### config.mk
export PLATFORM = sky130hd
export DESIGN_NAME = integer_square_root_rem_top
export DESIGN_NICKNAME = d
export VERILOG_FILES = /design/src/rtl/isqr_pkg.sv /design/src/rtl/isqr_dp.sv /design/src/rtl/isqr_ctrl.sv /design/src/rtl/integer_square_root_rem_top.sv
export SDC_FILE = /design/constraint.sdc
export NUM_CORES = 1
export LEC_CHECK = 0
export ABC_AREA = 1
export BUFFER_PORTS_ARGS = -buffer_cell sky130_fd_sc_hd__buf_2
export CAP_MARGIN = 20
export CORE_MARGIN = 2
export CORE_UTILIZATION = 35
export CTS_CLUSTER_SIZE = 24
export DETAILED_ROUTE_END_ITERATION = 6
export PLACE_DENSITY = 0.62
export REMOVE_ABC_BUFFERS = 1
export SLEW_MARGIN = 30
export SYNTH_ARGS = -nofsm -noshare
export SYNTH_HDL_FRONTEND = slang
export SYNTH_SLANG_ARGS = --single-unit
export TNS_END_PERCENT = 50
### constraint.sdc
create_clock -name clk_i -period 7.2 [get_ports clk_i]
set_input_delay 0.36 -clock clk_i [delete_from_list [all_inputs] [get_ports clk_i]]
set_output_delay 0.36 -clock clk_i [all_outputs]
set_load 0.1 [all_outputs]
### src/rtl/isqr_pkg.sv
// ----------------------------------------------------------------------------
// Integer square root package
// Shared types for the controller and datapath of the square root block.
// ----------------------------------------------------------------------------
package isqr_pkg;

  // Controller state, one-hot encoded.
  typedef enum logic [2:0] {
    S_IDLE = 3'b001,
    S_RUN  = 3'b010,
    S_DONE = 3'b100
  } state_e;

  // Commands from the controller to the datapath.
  typedef struct packed {
    logic load;  // Capture a new radicand and clear the partial root.
    logic step;  // Decide one root bit.
  } dp_cmd_t;

endpackage

### src/rtl/isqr_dp.sv
// ----------------------------------------------------------------------------
// Integer square root datapath
// Remainder, partial root and power-of-four registers with one trial
// subtraction per step.
// ----------------------------------------------------------------------------
module isqr_dp #(
  parameter int WIDTH = 64
) (
  input  logic               clk_i,
  input  isqr_pkg::dp_cmd_t  cmd_i,
  input  logic [63:0]        radicand_i,
  output logic [31:0]        root_o,
  output logic [32:0]        remainder_o,
  output logic               exact_o
);
  import isqr_pkg::*;

  localparam int Half = (WIDTH + 1) / 2;
  localparam int AccW = 2 * Half;
  localparam int CmpW = AccW + 1;

  logic [WIDTH-1:0] rem_q, rem_d;
  logic [AccW-1:0]  acc_q, acc_d;
  logic [AccW-1:0]  bit_q, bit_d;
  logic [CmpW-1:0]  trial;
  logic [CmpW-1:0]  rem_ext;
  logic             fits;

  // Trial value is the partial root plus the current power of four.
  assign trial   = {1'b0, acc_q} + {1'b0, bit_q};
  assign rem_ext = CmpW'(rem_q);
  assign fits    = (rem_ext >= trial);

  // Next-state logic for the working registers.
  always_comb begin
    rem_d = rem_q;
    acc_d = acc_q;
    bit_d = bit_q;
    if (cmd_i.load) begin
      rem_d = radicand_i[WIDTH-1:0];
      acc_d = '0;
      bit_d = AccW'(1) << (AccW - 2);
    end else if (cmd_i.step) begin
      bit_d = bit_q >> 2;
      if (fits) begin
        rem_d = rem_q - trial[WIDTH-1:0];
        acc_d = (acc_q >> 1) + bit_q;
      end else begin
        acc_d = acc_q >> 1;
      end
    end
  end

  // Payload registers need no reset.
  always_ff @(posedge clk_i) begin
    rem_q <= rem_d;
    acc_q <= acc_d;
    bit_q <= bit_d;
  end

  // Results are read straight from the working registers.
  assign root_o      = 32'(acc_q);
  assign remainder_o = 33'(rem_q);
  assign exact_o     = (rem_q == '0);

endmodule

### src/rtl/isqr_ctrl.sv
// ----------------------------------------------------------------------------
// Integer square root controller
// Sequences load, the root-bit iterations and the one-cycle result strobe.
// ----------------------------------------------------------------------------
module isqr_ctrl #(
  parameter int WIDTH = 64
) (
  input  logic               clk_i,
  input  logic               rst_ni,
  input  logic               start,
  output logic               busy,
  output logic               valid_o,
  output isqr_pkg::dp_cmd_t  cmd_o
);
  import isqr_pkg::*;

  localparam int Half = (WIDTH + 1) / 2;
  localparam int CntW = (Half > 1) ? $clog2(Half) : 1;
  localparam logic [CntW-1:0] CntInit = CntW'(Half - 1);

  state_e          state_q, state_d;
  logic [CntW-1:0] cnt_q, cnt_d;
  logic            accept;

  assign accept = start && !busy;

  // State and iteration counter transitions.
  always_comb begin
    state_d = state_q;
    cnt_d   = cnt_q;
    unique case (state_q)
      S_IDLE: begin
        if (accept) begin
          state_d = S_RUN;
          cnt_d   = CntInit;
        end
      end
      S_RUN: begin
        if (cnt_q == '0) begin
          state_d = S_DONE;
        end else begin
          cnt_d = cnt_q - 1'b1;
        end
      end
      S_DONE: begin
        state_d = S_IDLE;
      end
      default: begin
        state_d = S_IDLE;
      end
    endcase
  end

  always_ff @(posedge clk_i or negedge rst_ni) begin
    if (!rst_ni) begin
      state_q <= S_IDLE;
      cnt_q   <= '0;
    end else begin
      state_q <= state_d;
      cnt_q   <= cnt_d;
    end
  end

  // Outputs and datapath commands.
  assign busy       = (state_q != S_IDLE);
  assign valid_o    = (state_q == S_DONE);
  assign cmd_o.load = accept;
  assign cmd_o.step = (state_q == S_RUN);

`ifndef SYNTH
  a_state_onehot: assert property (@(posedge clk_i) disable iff (!rst_ni)
    $onehot(state_q))
    else $error("controller state is not one-hot");

  a_accept_runs: assert property (@(posedge clk_i) disable iff (!rst_ni)
    accept |=> (state_q == S_RUN) && (cnt_q == CntInit))
    else $error("accepted word did not start the iterations");

  a_last_step_done: assert property (@(posedge clk_i) disable iff (!rst_ni)
    (state_q == S_RUN) && (cnt_q == '0) |=> valid_o)
    else $error("result strobe missing after the last iteration");

  a_valid_after_run: assert property (@(posedge clk_i) disable iff (!rst_ni)
    valid_o |=> !valid_o)
    else $error("result strobe lasted more than one cycle");
`endif

endmodule

### src/rtl/integer_square_root_rem_top.sv
// One root bit is decided per cycle by a single shared add-and-compare stage.
// A new word is taken only when idle; busy is high until the result cycle
// ends. The receiver cannot stall, so the strobe lasts one cycle.
// Reset (rst_ni low, asynchronous) returns the controller to idle.
// ----------------------------------------------------------------------------
// Integer square root with remainder
// Digit-by-digit shift-and-subtract square root of an unsigned radicand,
// returning the floor root, the remainder and a perfect-square flag.
// ----------------------------------------------------------------------------
module integer_square_root_rem_top #(
  parameter int WIDTH = 64
) (
  input  logic        clk_i,
  input  logic        rst_ni,
  input  logic        start,
  output logic        busy,
  input  logic [63:0] radicand_i,
  output logic        valid_o,
  output logic [31:0] root_o,
  output logic [32:0] remainder_o,
  output logic        exact_o
);
  import isqr_pkg::*;

  dp_cmd_t cmd;

  // Controller: sequencing and handshake.
  isqr_ctrl #(
    .WIDTH (WIDTH)
  ) u_ctrl (
    .clk_i   (clk_i),
    .rst_ni  (rst_ni),
    .start   (start),
    .busy    (busy),
    .valid_o (valid_o),
    .cmd_o   (cmd)
  );

  // Datapath: remainder and root registers.
  isqr_dp #(
    .WIDTH (WIDTH)
  ) u_dp (
    .clk_i       (clk_i),
    .cmd_i       (cmd),
    .radicand_i  (radicand_i),
    .root_o      (root_o),
    .remainder_o (remainder_o),
    .exact_o     (exact_o)
  );

endmodule

### Word-level counts from Yosys, hierarchy flattened

Cells that the tools add are included.

| operators by class | value |
|---|---|
| muxes and demuxes | 10 |
| magnitude comparators | 1 |
| reduce and logical (&&, ||, !) cells | 10 |
| add/subtract/negate cells | 4 |
| equality and inequality tests | 7 |

Operators by type and width:

| kind | count |
|---|---|
| 64-bit two-way mux | 4 |
| 64-bit by 63-bit adder with 65-bit output | 1 |
| 64-bit by 65-bit greater-or-equal comparator with 1-bit output | 1 |
| 63-bit by 63-bit adder with 64-bit output | 1 |
| 64-bit logical NOT | 1 |
| 64-bit subtractor | 1 |
| 5-bit two-way mux | 2 |
| 5-bit case mux with 2 select lines | 1 |
| 3-bit two-way mux | 2 |
| 3-bit case mux with 2 select lines | 1 |
| 2-bit nonzero test | 3 |
| 5-bit logical NOT | 1 |
| 5-bit by 1-bit subtractor with 5-bit output (second input constant) | 1 |
| 2-bit by 1-bit inequality test with 1-bit output (second input constant) | 2 |
| 2-bit AND reduction | 2 |
| 3-bit by 1-bit equality test with 1-bit output (second input constant) | 1 |
| 3-bit by 2-bit equality test with 1-bit output (second input constant) | 1 |
| 3-bit equality test (second input constant) | 1 |
| 3-bit by 1-bit inequality test with 1-bit output (second input constant) | 1 |
| 3-bit AND reduction | 1 |
| 2-bit inequality test (second input constant) | 1 |
| 1-bit logical AND | 1 |
| 1-bit logical NOT | 1 |

| storage, ports and cells | value |
|---|---|
| output and inout port bits | 68 |
| bits in registers | 168 |
| bits of input ports | 67 |
| word-level logic and storage cells | 37 |

### Logic depth before layout (Yosys ltp)

| logic depth | value |
|---|---|
| depth after elaboration | 5 |
| gate-level depth with buffers | 32 |
| mapped depth without buffers | 31 |

### Cells and area by module

A second synthesis with hierarchy kept.

| unflattened totals | value |
|---|---|
| cell total of the unflattened synthesis | 3300 |
| area total of the unflattened synthesis | 19616.3 um^2 |

Modules (own cells, without submodules):

| module | area each (um^2) | times used | cells an instance | sequential area each (um^2) |
|---|---|---|---|---|
| isqr_dp | 19143.4 | 1 | 3241 | 3843.7 |
| isqr_ctrl | 473.0 | 1 | 59 | 201.4 |

### Worst setup path before layout

No wires, ideal clock.

| timing | value |
|---|---|
| path type | register -> register |
| start point | register u_dp.acc_q[4] |
| end point | register u_dp.rem_q[0], enable pin |
| slack | -0.143 ns |
| buffers on the path | 2 |
| cell stages (with the launch flop) | 27 |
| required time | 6.676 ns |
| setup time | 0.524 ns |
| clock period less this slack | 7.343 ns |
| arrival | 6.818 ns |
| cells stage by stage | dfxtp_1 -> ha_1 -> nand2_1 -> or2_2 -> nand2_1 -> nand2_1 -> o21ai_0 -> nand2_1 -> nand2_1 -> nand4_1 -> nand2_1 -> a21oi_1 -> o21ai_0 -> xnor2_1 -> ha_1 -> nand2_1 -> nor2_1 -> nand2_1 -> nor3_2 -> nand2_1 -> a21oi_1 -> nor2_1 -> nor2_2 -> nand2_2 -> buf_6 -> buf_4 -> a31oi_1 |

| on the way | value |
|---|---|
| longest elaborated chain between the ends | 4 |

RTL lines:

| item | RTL line | source |
|---|---|---|
| start, declared | isqr_dp.sv:23 | `logic [AccW-1:0] acc_q, acc_d;` |
| start signal, assigned | isqr_dp.sv:57 | `acc_q <= acc_d;` |
| 64-bit by 63-bit adder with 65-bit output | isqr_dp.sv:30 | `assign trial = {1'b0, acc_q} + {1'b0, bit_q};` |
| 64-bit by 65-bit greater-or-equal comparator with 1-bit output | isqr_dp.sv:32 | `assign fits = (rem_ext >= trial);` |
| 2-bit nonzero test (no line) | -- |  |
| 2-bit AND reduction (no line) | -- |  |
| end signal, assigned | isqr_dp.sv:56 | `rem_q <= rem_d;` |
| end, declared | isqr_dp.sv:22 | `logic [WIDTH-1:0] rem_q, rem_d;` |

No other way between the ends.
A chain may end at the register's enable or synchronous reset.

### Worst setup path in the final report

| timing | value |
|---|---|
| start point | register u_dp.acc_q[8] |
| end point | register u_dp.rem_q[27], enable pin |

The elaborated chain is that of the path after synthesis.

==> impl_metrics.env <==
export IMPL_status="finished, final reports clean"
export IMPL_start_util_pct=35.60
export IMPL_synth_edf_count=64
export IMPL_rrSetupSlack_ns=1.20
export IMPL_io_buffers=134
export IMPL_grt_overflow=0
export IMPL_synth_cell_types=52
export IMPL_start_kind="register"
export IMPL_dieArea_mm2=0.05684
export IMPL_cts_setup_buffers=0
export IMPL_synthArstFlopShare_pct=4.762
export IMPL_setup_violations=0
export IMPL_yosys_area_top_type="nand2_1"
export IMPL_ant_nets=0
export IMPL_fin_cells=3901
export IMPL_drcViolationCount=0
export IMPL_drt_pass1_iterations=6
export IMPL_drt_vias_per_instance=5.380
export IMPL_grt_pass1_vias=19880
export IMPL_place_gp_congestion=1.038
export IMPL_vias=20990
export IMPL_r2r_cells=20
export IMPL_cts_buffer_depth=2
export IMPL_max_freq_mhz=166.5
export IMPL_nets=3392
export IMPL_maxCapViolCount=0
export IMPL_crit_type="reg -> reg"
export IMPL_core_mm2=0.05403
export IMPL_drive_gt1_share_pct=7.083
export IMPL_rsz0062_at_grt="false"
export IMPL_multiInputGateArea_mm2=0.01276
export IMPL_clk_pin_slew_worst_paths_ns=0.07
export IMPL_finalCritPeriodShare_pct=83.40
export IMPL_clock_sinks=168
export IMPL_synth_seq_cells=168
export IMPL_synth_warning_count=0
export IMPL_placed_cells=3867
export IMPL_slew_violations=0
export IMPL_critPathMaxFanout=64
export IMPL_cts_root_buffer="clkbuf_16"
export IMPL_die_x_um=238.4
export IMPL_netlist_area_mm2=0.01923
export IMPL_yosys_top_cells_area="nand2_1, dfxtp_1, edfxtp_1"
export IMPL_slew_headroom_pct=38.73
export IMPL_nFillCells=5988
export IMPL_wl_per_cell_um=18.65
export IMPL_track_usage_pct=25.42
export IMPL_synthFlopType="dfxtp_1"
export IMPL_initialDrtViolationCount=2182
export IMPL_hold_depth=3
export IMPL_synth_top_area_share_pct=15.44
export IMPL_hold_class="in -> reg"
export IMPL_final_setup_skew_ns=0.01519
export IMPL_fin_util_pct=38.22
export IMPL_hold_viol_final=0
export IMPL_arrival_ns=6.12
export IMPL_cp_end_kind="register"
export IMPL_min_period_ns=6.005
export IMPL_worst_pin_slew_ns=0.9190
export IMPL_cts_tree="built"
export IMPL_die_y_um=238.4
export IMPL_io_pins=135
export IMPL_rows=85
export IMPL_routed_wl_um=72740
export IMPL_htree_levels=4
export IMPL_hpwl_um=58650
export IMPL_cp_data_required_time_ns=7.32
export IMPL_area_growth_pct=7.365
export IMPL_antenna_found_initial=0
export IMPL_grt_max_degree=88
export IMPL_seq_area_mm2=0.004045
export IMPL_syn_avg_cell_area_um2=6.073
export IMPL_diodes=0
export IMPL_insertion_delay_ns=0.50
export IMPL_numCtsBuffers=17
export IMPL_syn_inst=3167
export IMPL_ys_seq_area_share_pct=21.03
export IMPL_grt_pass1_wl_um=111400
## worst max-delay path, cell delays in order (launching register included)
cell and delay, ns:
dfxtp_1 0.40, ha_1 0.44, nand2_1 0.10, o21bai_1 0.14, inv_1 0.07, o21ai_0 0.64, a31oi_1 0.24, o21ai_0 0.51
xnor2_1 0.26, ha_1 0.42, nand2_1 0.10, nor2_1 0.18, nand2_1 0.10, nor3_1 0.40, nand2_1 0.16, o21ai_1 0.25
nand3_1 0.12, nand2_2 0.12, nor2_4 0.06, a31oi_4 0.12, buf_4 0.67
## cell usage after synthesis (all sizes together), types with 2 or more instances
cell type	instances
a221oi	5
or2	26
a21oi	217
a22oi	4
o2111ai	3
a21boi	12
and2	2
nand2	797
nand3b	14
nand4	36
nor3	39
o21ai	233
nor4	25
a31oi	13
o22ai	3
dfrtp	7
inv	429
edfxtp	64
buf	94
dfxtp	96
nor2	362
a211oi	3
o21bai	34
clkbuf	46
ha	132
and3	3
xnor2	49
a21o	22
o211ai	8
nand3	295
xor2	85
o31ai	3
## state kept, by name, summed over array words and instances, names as in the netlist
signal,count
u_ctrl.cnt_q,5
u_ctrl.state_q,3
u_dp.acc_q,64
u_dp.bit_q,32
u_dp.rem_q,64
## final timing paths
path / startpoint / endpoint
setup / recovery: u_dp.acc_q[8] / u_dp.rem_q[27]
max in group asynchronous: rst_ni / u_ctrl.state_q[0]
min in group asynchronous: rst_ni / u_ctrl.state_q[2]
setup reg to reg: u_dp.acc_q[8] / u_dp.rem_q[27]
hold / removal: radicand_i[42] / u_dp.rem_q[42]
hold reg to reg: u_dp.acc_q[0] / u_dp.acc_q[0]
## through the flow
stage	cell area, um^2	TNS (ns)	worst slack, ns	hold WS (ns)
floorplan	18390	-287.45	-2.066	0.06441
global placement	20040	0	1.480	0.2292
detailed placement	20040	0	1.438	0.2251
CTS	20620	0	1.418	0.09283
global route	20650	0	0.9242	0.1204
finish	20650	0	1.195	0.1317
## kinds of logic (layout without fill, tap and decap cells)
group | count (synthesis) | in the layout | synth area share (%)
xor+xnor | 134 | 134 | 6.102
flops | 168 | 168 | 21.03
buf+inv | 569 | 607 | 12.76
compound gates | 563 | 563 | 16.17
simple gates | 1600 | 1600 | 35.24
fa+ha+maj | 133 | 133 | 8.692
## cell usage in the layout, fill, tap and decap left out, types with 12 or more instances in the layout
cell type / Yosys / routed
a21o_1: 22 / 22
a21oi_1: 216 / 216
a31oi_1: 13 / 12
buf_2: 12 / 134
clkbuf_16: 0 / 18
dfxtp_1: 96 / 96
edfxtp_1: 64 / 64
ha_1: 132 / 132
inv_1: 427 / 425
nand2_1: 791 / 791
nand3_1: 294 / 293
nand3b_1: 14 / 14
nand4_1: 36 / 36
nor2_1: 358 / 358
nor3_1: 36 / 35
nor4_1: 25 / 25
o21ai_0: 218 / 218
o21ai_1: 12 / 12
o21bai_1: 34 / 34
or2_2: 26 / 26
xnor2_1: 49 / 49
xor2_1: 85 / 85
## layout make-up
cell class              count  area share [%]
multi-input cells        2430           61.82
flip-flops and latches    168           19.59
inverters                 429           7.811
well taps                 696           4.217
repair buffers            146           3.793
clock buffers              20           2.218
clock inverters            12          0.5514
## repair_timing
| action | in CTS | in global routing |
|---|---|---|
| hold buffers | 1 | 0 |
| resized for setup | 0 | 0 |
| endpoints found under the hold margin | 8 | 0 |
## per-layer routing
metal  GRT usage [%]  wire, um  vias to the layer above
met5               0         0                        -
met4           11.84      3060                        0
met3           3.390      4958                      140
met2           39.01     31320                      767
met1           35.25     33400                     9690
li1                -         -                    10390
Power is left out: the tool's default activity adds up to more than one toggle a clock period on the data nets, which glitch-free logic cannot reach.
